`src/i2cbs_pkg.sv`:
```
package i2cbs_pkg;

  localparam int unsigned QueueDepth = 2;
  localparam logic [15:0] PhaseTicksReset = 16'd20;

  typedef enum logic [2:0] {
    OP_IDLE  = 3'd0,
    OP_START = 3'd1,
    OP_STOP  = 3'd2,
    OP_ACK   = 3'd3,
    OP_MACK  = 3'd4,
    OP_WRITE = 3'd5,
    OP_READ  = 3'd6
  } op_t;

  // line codes: bit 3 pulls SCL low, bit 1 pulls SDA low
  localparam logic [3:0] LvSclLoSdaHi = 4'h0C;
  localparam logic [3:0] LvBothLo     = 4'h0E;
  localparam logic [3:0] LvSclHiSdaLo = 4'h06;
  localparam logic [3:0] LvBothHi     = 4'h04;
  localparam logic [3:0] LvClkHiMask  = 4'h07;
  localparam logic [3:0] LvClkLoBit   = 4'h08;
  localparam logic [3:0] SdaPullBit   = 4'h02;

  typedef struct packed {
    logic [2:0] cmd;
    logic [7:0] data_byte;
    logic       sda_in;
  } in_item_t;

  typedef struct packed {
    logic       scl;
    logic       sda;
    logic       busy_res;
    logic       done_res;
    logic [7:0] read_byte;
  } out_item_t;

  typedef struct packed {
    op_t        op;
    logic [7:0] data_byte;
    logic       sda_in;
  } entry_t;

  function automatic logic [4:0] seq_len(op_t op);
    logic [4:0] len;
    unique case (op)
      OP_START: len = 5'd2;
      OP_STOP:  len = 5'd3;
      OP_ACK:   len = 5'd3;
      OP_MACK:  len = 5'd4;
      OP_WRITE: len = 5'd24;
      OP_READ:  len = 5'd16;
      default:  len = 5'd0;
    endcase
    return len;
  endfunction

  function automatic logic [3:0] seq_code(op_t op, logic [4:0] step, logic [7:0] sb);
    logic [2:0] q;
    logic [4:0] r;
    logic [3:0] base;
    logic [3:0] code;
    q = 3'd0;
    for (int k = 1; k < 8; k++) begin
      if (step >= 5'(3 * k)) q = q + 3'd1;
    end
    r = step - {1'b0, q, 1'b0} - {2'b00, q};
    base = sb[3'd7 - q] ? LvSclLoSdaHi : LvBothLo;
    unique case (op)
      OP_START: code = step[0] ? LvBothLo : LvSclHiSdaLo;
      OP_STOP: begin
        if (step == 5'd0) code = LvBothLo;
        else if (step == 5'd1) code = LvSclHiSdaLo;
        else code = LvBothHi;
      end
      OP_ACK: begin
        if (step == 5'd1) code = LvBothHi;
        else code = LvSclLoSdaHi;
      end
      OP_MACK: begin
        unique case (step[1:0])
          2'd0:    code = LvBothLo;
          2'd1:    code = LvSclHiSdaLo;
          2'd2:    code = LvBothLo;
          default: code = LvSclLoSdaHi;
        endcase
      end
      OP_WRITE: code = (r == 5'd1) ? (base & LvClkHiMask) : (base | LvClkLoBit);
      OP_READ:  code = step[0] ? LvSclLoSdaHi : LvBothHi;
      default:  code = LvBothHi;
    endcase
    return code;
  endfunction

endpackage

```
`src/i2cbs_front.sv`:
```
module i2cbs_front (
  input  logic                in_valid,
  output logic                in_ready,
  input  i2cbs_pkg::in_item_t in_item,
  input  logic                full,
  output logic                push,
  output i2cbs_pkg::entry_t   entry
);
  import i2cbs_pkg::*;

  op_t op;

  always_comb begin
    unique case (in_item.cmd)
      OP_START: op = OP_START;
      OP_STOP:  op = OP_STOP;
      OP_ACK:   op = OP_ACK;
      OP_MACK:  op = OP_MACK;
      OP_WRITE: op = OP_WRITE;
      OP_READ:  op = OP_READ;
      default:  op = OP_IDLE;
    endcase
  end

  assign in_ready        = !full;
  assign push            = in_valid && !full;
  assign entry.op        = op;
  assign entry.data_byte = (op == OP_WRITE) ? in_item.data_byte : 8'd0;
  assign entry.sda_in    = in_item.sda_in;

endmodule

```
`src/i2cbs_queue.sv`:
```
module i2cbs_queue #(
  parameter int unsigned DEPTH = i2cbs_pkg::QueueDepth
) (
  input  logic              clk,
  input  logic              rst,
  input  logic              push,
  input  i2cbs_pkg::entry_t push_entry,
  output logic              full,
  input  logic              pop,
  output logic              q_valid,
  output i2cbs_pkg::entry_t q_entry
);
  import i2cbs_pkg::*;

  localparam int unsigned PtrW = (DEPTH > 1) ? $clog2(DEPTH) : 1;
  localparam int unsigned CntW = $clog2(DEPTH + 1);

  entry_t          mem [DEPTH];
  logic [PtrW-1:0] wr_ptr;
  logic [PtrW-1:0] rd_ptr;
  logic [CntW-1:0] count;

  assign full    = (count == CntW'(DEPTH));
  assign q_valid = (count != '0);
  assign q_entry = mem[rd_ptr];

  always_ff @(posedge clk) begin
    if (push) begin
      mem[wr_ptr] <= push_entry;
    end
  end

  always_ff @(posedge clk) begin
    if (rst) begin
      wr_ptr <= '0;
      rd_ptr <= '0;
      count  <= '0;
    end else begin
      if (push) begin
        wr_ptr <= (wr_ptr == PtrW'(DEPTH - 1)) ? '0 : wr_ptr + 1'b1;
      end
      if (pop) begin
        rd_ptr <= (rd_ptr == PtrW'(DEPTH - 1)) ? '0 : rd_ptr + 1'b1;
      end
      if (push && !pop) begin
        count <= count + 1'b1;
      end else if (pop && !push) begin
        count <= count - 1'b1;
      end
    end
  end

endmodule

```
`src/i2cbs_back.sv`:
```
module i2cbs_back (
  input  logic                 clk,
  input  logic                 rst,
  input  logic [15:0]          phase_ticks,
  input  logic                 q_valid,
  input  i2cbs_pkg::entry_t    q_entry,
  output logic                 pop,
  output logic                 out_valid,
  input  logic                 out_ready,
  output i2cbs_pkg::out_item_t out_item
);
  import i2cbs_pkg::*;

  op_t        active_op, active_op_next;
  logic [4:0] step_index, step_index_next;
  logic [15:0] hold_count, hold_count_next;
  logic [7:0] shift_byte, shift_byte_next;
  logic       scl_lv, scl_lv_next;
  logic       sda_lv, sda_lv_next;
  logic [7:0] read_latch, read_latch_next;
  logic       done;
  logic [15:0] first_hold;
  logic [4:0] step_inc;
  logic [3:0] code;
  logic       drive_en;

  assign first_hold = (phase_ticks == 16'd0) ? 16'd0 : phase_ticks - 16'd1;
  assign step_inc   = step_index + 5'd1;
  assign pop        = q_valid && (!out_valid || out_ready);

  // next state
  always_comb begin
    active_op_next  = active_op;
    step_index_next = step_index;
    hold_count_next = hold_count;
    shift_byte_next = shift_byte;
    read_latch_next = read_latch;
    done            = 1'b0;
    drive_en        = 1'b0;
    code            = LvBothHi;
    if (active_op == OP_IDLE) begin
      if (q_entry.op != OP_IDLE) begin
        active_op_next  = q_entry.op;
        step_index_next = 5'd0;
        shift_byte_next = q_entry.data_byte;
        hold_count_next = first_hold;
        drive_en        = 1'b1;
        code            = seq_code(q_entry.op, 5'd0, q_entry.data_byte);
      end
    end else if (hold_count != 16'd0) begin
      hold_count_next = hold_count - 16'd1;
    end else begin
      if (active_op == OP_READ && !step_index[0]) begin
        shift_byte_next = {shift_byte[6:0], q_entry.sda_in};
      end
      if (step_inc >= seq_len(active_op)) begin
        if (active_op == OP_READ) begin
          read_latch_next = shift_byte_next;
        end
        active_op_next  = OP_IDLE;
        step_index_next = 5'd0;
        done            = 1'b1;
      end else begin
        step_index_next = step_inc;
        hold_count_next = first_hold;
        drive_en        = 1'b1;
        code            = seq_code(active_op, step_inc, shift_byte);
      end
    end
  end

  // line outputs
  always_comb begin
    scl_lv_next = scl_lv;
    sda_lv_next = sda_lv;
    if (drive_en) begin
      scl_lv_next = ((code & LvClkLoBit) == 4'd0);
      sda_lv_next = ((code & SdaPullBit) == 4'd0);
    end
  end

  always_ff @(posedge clk) begin
    if (rst) begin
      active_op  <= OP_IDLE;
      step_index <= '0;
      hold_count <= '0;
      shift_byte <= '0;
      scl_lv     <= 1'b1;
      sda_lv     <= 1'b1;
      read_latch <= '0;
      out_valid  <= 1'b0;
    end else begin
      if (pop) begin
        active_op  <= active_op_next;
        step_index <= step_index_next;
        hold_count <= hold_count_next;
        shift_byte <= shift_byte_next;
        scl_lv     <= scl_lv_next;
        sda_lv     <= sda_lv_next;
        read_latch <= read_latch_next;
        out_valid  <= 1'b1;
      end else if (out_ready) begin
        out_valid <= 1'b0;
      end
    end
  end

  always_ff @(posedge clk) begin
    if (pop) begin
      out_item.scl       <= scl_lv_next;
      out_item.sda       <= sda_lv_next;
      out_item.busy_res  <= (active_op_next != OP_IDLE);
      out_item.done_res  <= done;
      out_item.read_byte <= read_latch_next;
    end
  end

endmodule

```
`src/i2c_master_bit_sequencer_top.sv`:
```
// I2C master bit sequencer.
// in_item carries one bus tick: cmd, data_byte and sda_in. Each accepted
// item yields exactly one out_item with the SCL/SDA levels, busy, done and
// the last read byte. Commands are taken only while no sequence runs.
// cfg_we/cfg_wdata set phase_ticks, the ticks each level pair is held;
// write it only while the block is idle.
// Path: an accepted item is written into the input queue and popped once the
// output register is free or being taken, loading its result there.
// Throughput: one item per cycle while out_ready is high, set by the
// sequencer updating its state once per item; the queue lets input and
// output stall independently.
// Reset: phase_ticks returns to 20, the sequencer idles with both lines
// high, the queue and output register are emptied.
// When out_ready is low the result is held, the queue fills, and in_ready
// drops once the queue is full.
module i2c_master_bit_sequencer_top #(
  parameter int unsigned QUEUE_DEPTH = i2cbs_pkg::QueueDepth
) (
  input  logic                 clk,
  input  logic                 rst,
  input  logic                 in_valid,
  output logic                 in_ready,
  input  i2cbs_pkg::in_item_t  in_item,
  output logic                 out_valid,
  input  logic                 out_ready,
  output i2cbs_pkg::out_item_t out_item,
  input  logic                 cfg_we,
  input  logic [15:0]          cfg_wdata
);
  import i2cbs_pkg::*;

  logic [15:0] phase_ticks;
  logic        full;
  logic        push;
  entry_t      push_entry;
  logic        pop;
  logic        q_valid;
  entry_t      q_entry;

  always_ff @(posedge clk) begin
    if (rst) begin
      phase_ticks <= PhaseTicksReset;
    end else if (cfg_we) begin
      phase_ticks <= cfg_wdata;
    end
  end

  i2cbs_front u_front (
    .in_valid (in_valid),
    .in_ready (in_ready),
    .in_item  (in_item),
    .full     (full),
    .push     (push),
    .entry    (push_entry)
  );

  i2cbs_queue #(
    .DEPTH (QUEUE_DEPTH)
  ) u_queue (
    .clk        (clk),
    .rst        (rst),
    .push       (push),
    .push_entry (push_entry),
    .full       (full),
    .pop        (pop),
    .q_valid    (q_valid),
    .q_entry    (q_entry)
  );

  i2cbs_back u_back (
    .clk         (clk),
    .rst         (rst),
    .phase_ticks (phase_ticks),
    .q_valid     (q_valid),
    .q_entry     (q_entry),
    .pop         (pop),
    .out_valid   (out_valid),
    .out_ready   (out_ready),
    .out_item    (out_item)
  );

endmodule

```
`config.mk`:
```
export PLATFORM = sky130hd
export DESIGN_NAME = i2c_master_bit_sequencer_top
export DESIGN_NICKNAME = d
export VERILOG_FILES = /design/src/i2cbs_pkg.sv /design/src/i2cbs_front.sv /design/src/i2cbs_queue.sv /design/src/i2cbs_back.sv /design/src/i2c_master_bit_sequencer_top.sv
export SDC_FILE = /design/constraint.sdc
export NUM_CORES = 1
export LEC_CHECK = 0
export BUFFER_PORTS_ARGS = -buffer_cell sky130_fd_sc_hd__buf_4
export CORE_ASPECT_RATIO = 1.5
export CORE_UTILIZATION = 30
export DETAILED_ROUTE_END_ITERATION = 10
export PLACE_DENSITY_LB_ADDON = 0.2
export SLEW_MARGIN = 15
export SYNTH_ARGS = -nofsm -noshare
export SYNTH_HDL_FRONTEND = slang
export SYNTH_SLANG_ARGS = --single-unit
```
`constraint.sdc`:
```
create_clock -name clk -period 14.8 [get_ports clk]
set_input_delay 1.48 -clock clk [delete_from_list [all_inputs] [get_ports clk]]
set_output_delay 1.48 -clock clk [all_outputs]
set_load 0.005 [all_outputs]
```
==> impl_results.md <==
* Status: finished, final reports clean
* Starting DRT DRC Count at 279
* Setup TNS at 0 ps
* Root Driver: clkbuf_16
* Setup violators final at 0
* Synth unique cells at 72
* Vias at 4688
* Die footprint at 20600 um2
* Clock power frac at 17.4%
* Most used cell, CP: ha_1
* Pwr dens at 192 nW/um2
* Drt drc at 0
* Initial Util at 30.4%
* Setup Crit Path Kind: reg -> reg
* Top post-synthesis cells by count: nor2_1, dfxtp_1, nand2_1, a21oi_1, o21ai_0
* Antenna-violating nets left at 0
* Worst Skew at 14.5 ps
* Fin. Hold Viols at 0
* Placed insts at 930
* Most common cell in the synthesized netlist: nor2_1
* Slew @ Worst Pin at 996 ps
* Cell Area, Placed at 6520 um2
* Via density at 4.96
* Top cells by area, synth: dfxtp_1, edfxtp_1, ha_1, nor2_1, mux2i_1
* Largest net degree at the start of global routing at 67
* RD Place Congestion at 0.814
* Mapped Avg Cell Area at 9.15 um2
* Critical R2R Capture: u_back.out_item[11]
* Area grow syn2layout at 13.4%
* Worst r2r src: u_back.step_index[0]
* Antenna Cells at 0
* Worst Path Required at 14920 ps
* DRT Pass-1 Iters at 4
* Worst Reg-to-Reg Cells at 28
* Fraction of the yosys area taken by sequential cells at 39.4%
* FILL cells at 2086
* H-tree depth at 3
* Final instance area at 6800 um2
* Number of flops mapped to enable cells by yosys at 36
* CTS resizes at 0
* Total of max-cap violations at 0
* HP Class: reg -> reg
* Warnings from Yosys at 0
* CTS clock-pin slew for the worst setup and hold paths at 80 ps
* Total wire length at 13600 um
* Crit path DAT at 7560 ps
* Area leader, netlist: dfxtp_1
* Net Sw Power at 578 uW
* CTS tree: yes
* CTS buffer count at 9
* CTS sink cnt at 100
* Async S/R FF share, synth at 0%
* Int Pwr at 727 uW
* XOR/XNOR Fraction of Synth Area at 5.66%
* Later-pin clock latency in the skew report at 370 ps
* Mux share of post-synthesis cell area at 9.10%
* Detailed Place HPWL at 9950 um
* Vias in the first global route at 4535
* Mapped Nets at 715
* Max Freq at 0.134 GHz
* Slowest cell on the critical path: dfxtp_1
* Slew Limit Fails at 0
* R2R setup slack at 7360 ps
* Area fraction of the dominant cell type after synthesis at 21.4%
* CTS Buffer Depth at 2
* Final #Nets at 741
* Main combinational cell family by area after synthesis: simple AND/OR/NAND/NOR gates
* FF+latch count, synth at 100
* P_leak at 2.60 nW
* Simple-gate share of the synthesized area at 20.3%
* I/O pin count at 47
* Core Box Area at 19700 um2
* Post-Synthesis Cells at 655
* Port Buffers at 46
* CP max FO at 15
* Setup bufs post-CTS at 0
* CP Capture Type: register
* CP Launch Point: u_back.step_index[0]
* FP Rows at 63
* Slew Limit Headroom at 33.4%
* Post-synth top flop: dfxtp_1
* First-pass GRT wire length at 22300 um
* Drt wl/cell at 14.4 um
* RSZ-0062 raised after global routing: false
* Worst ir drop on vdd at 0.000112 V
* Fin crit period at 7440 ps
* CTS Hold Bufs at 0
* Die height at 175 um
* Comb power frac at 50.2%
* Mapped Area at 6000 um2
* Die X at 117 um
* GRT Util Overall at 13.4%
* Compound-Gate Fraction of Synth Area at 15.0%
* CP peak stage delay at 700 ps
* Register share of total power at 32.4%
* Worst setup path endpoint: u_back.out_item[11]
* Antenna violations before repair at 0
* Fraction of layout cells with a size suffix above 1 at 16.3%
* Sw Share at 44.3%
* Congestion Overflow GR at 0
* Post-Synth Adder-Cell Area at 6.05%
* Startpoint Class: register
* Fin crit share at 50.3%
* Non-filler cells, final at 946
## registers in the layout, indices dropped and copies added (netlist names), 2 cells and up, named ones only
register and cells:
phase_ticks 16, u_back.out_item 12, u_back.hold_count 16, u_back.active_op 3
u_queue.mem 24, u_back.shift_byte 8, u_queue.count 2, u_back.step_index 5
u_back.read_latch 8
## stage by stage
| step | total power [mW] | utilization (%) | hold WS, ps | setup WS, ps |
|---|---|---|---|---|
| global placement | 1.07 | 33.1 | 445 | 7730 |
| finish | 1.30 | 34.5 | 469 | 7360 |
| detailed placement | 1.09 | 33.1 | 455 | 7410 |
| global route | 1.41 | 34.5 | 486 | 6900 |
| CTS | 1.32 | 34.5 | 466 | 7390 |
| floorplan | 0.920 | - | 433 | 8250 |
## worst min-delay path by stage
stage,start,to,cells past startpoint
2_1_floorplan,u_back.scl_lv,u_back.scl_lv,2
3_5_place_dp,u_back.read_latch[0],u_back.read_latch[0],2
6_report,u_back.read_latch[0],u_back.read_latch[0],2
4_1_cts,u_back.read_latch[0],u_back.read_latch[0],2
5_1_grt,u_back.read_latch[0],u_back.read_latch[0],2
3_3_place_gp,u_back.read_latch[0],u_back.read_latch[0],2
## routing by layer
metal | up-vias | wire length, um | part of all wire (%) | global-route usage (%)
li1 | 2365 | - | - | -
met1 | 2227 | 5980 | 44 | 15.3
met2 | 75 | 6930 | 51 | 24.3
met3 | 21 | 328 | 2.4 | 1.73
met4 | 0 | 359 | 2.6 | 7.03
met5 | - | 0 | 0 | 0
## logic make-up (layout without fill, tap and decap cells)
family	Yosys count	count (layout)
AO/OA/AOI/OAI	143	143
XOR/XNOR	33	33
adder cells (fa/ha/maj)	28	28
buffers and inverters	60	91
flip-flops	100	100
multiplexers	47	47
AND/OR/NAND/NOR	244	244
## area by class of cell
type	instances	area [um2]	area share, %
clock buffers	11	243	3.57
clock inverters	5	35.0	0.515
inverters	27	104	1.53
multi-input cells	495	3370	49.6
flip-flops and latches	100	2360	34.7
well taps	260	325	4.78
repair buffers	48	360	5.30
## power by group through the flow
stage	clock network, mW	logic, mW	registers, mW
floorplan	0	0.521	0.399
global placement	0	0.645	0.428
detailed placement	0	0.656	0.430
CTS	0.234	0.660	0.424
global route	0.241	0.734	0.433
finish	0.227	0.654	0.423
## cells in the final DEF (no fill, tap or decap), drive strengths merged, types with 5 or more instances in the layout
master | netlist | final
nor2 | 80 | 80
nand2 | 66 | 66
dfxtp | 64 | 64
buf | 15 | 48
a21oi | 48 | 48
o21ai | 47 | 47
edfxtp | 36 | 36
mux2i | 29 | 29
inv | 27 | 28
ha | 25 | 25
nor3 | 24 | 24
xor2 | 19 | 19
mux2 | 16 | 16
xnor2 | 13 | 13
and2 | 12 | 12
clkbuf | 18 | 11
nand2b | 10 | 10
nand3 | 10 | 10
nor4 | 9 | 9
or3 | 7 | 7
nor2b | 6 | 6
a31oi | 6 | 6
nand3b | 5 | 5
a211o | 5 | 5
o22ai | 5 | 5
a211oi | 5 | 5
or4 | 5 | 5
## critical path: cells and delay by family, from the launching register on
kind,cells,cell delay (ps)
AO/OA/AOI/OAI,7,1240
XOR/XNOR,4,1190
adder cells (fa/ha/maj),8,2700
flip-flops,1,700
multiplexers,3,530
AND/OR/NAND/NOR,6,850
Power figures use the tool's default switching activity.
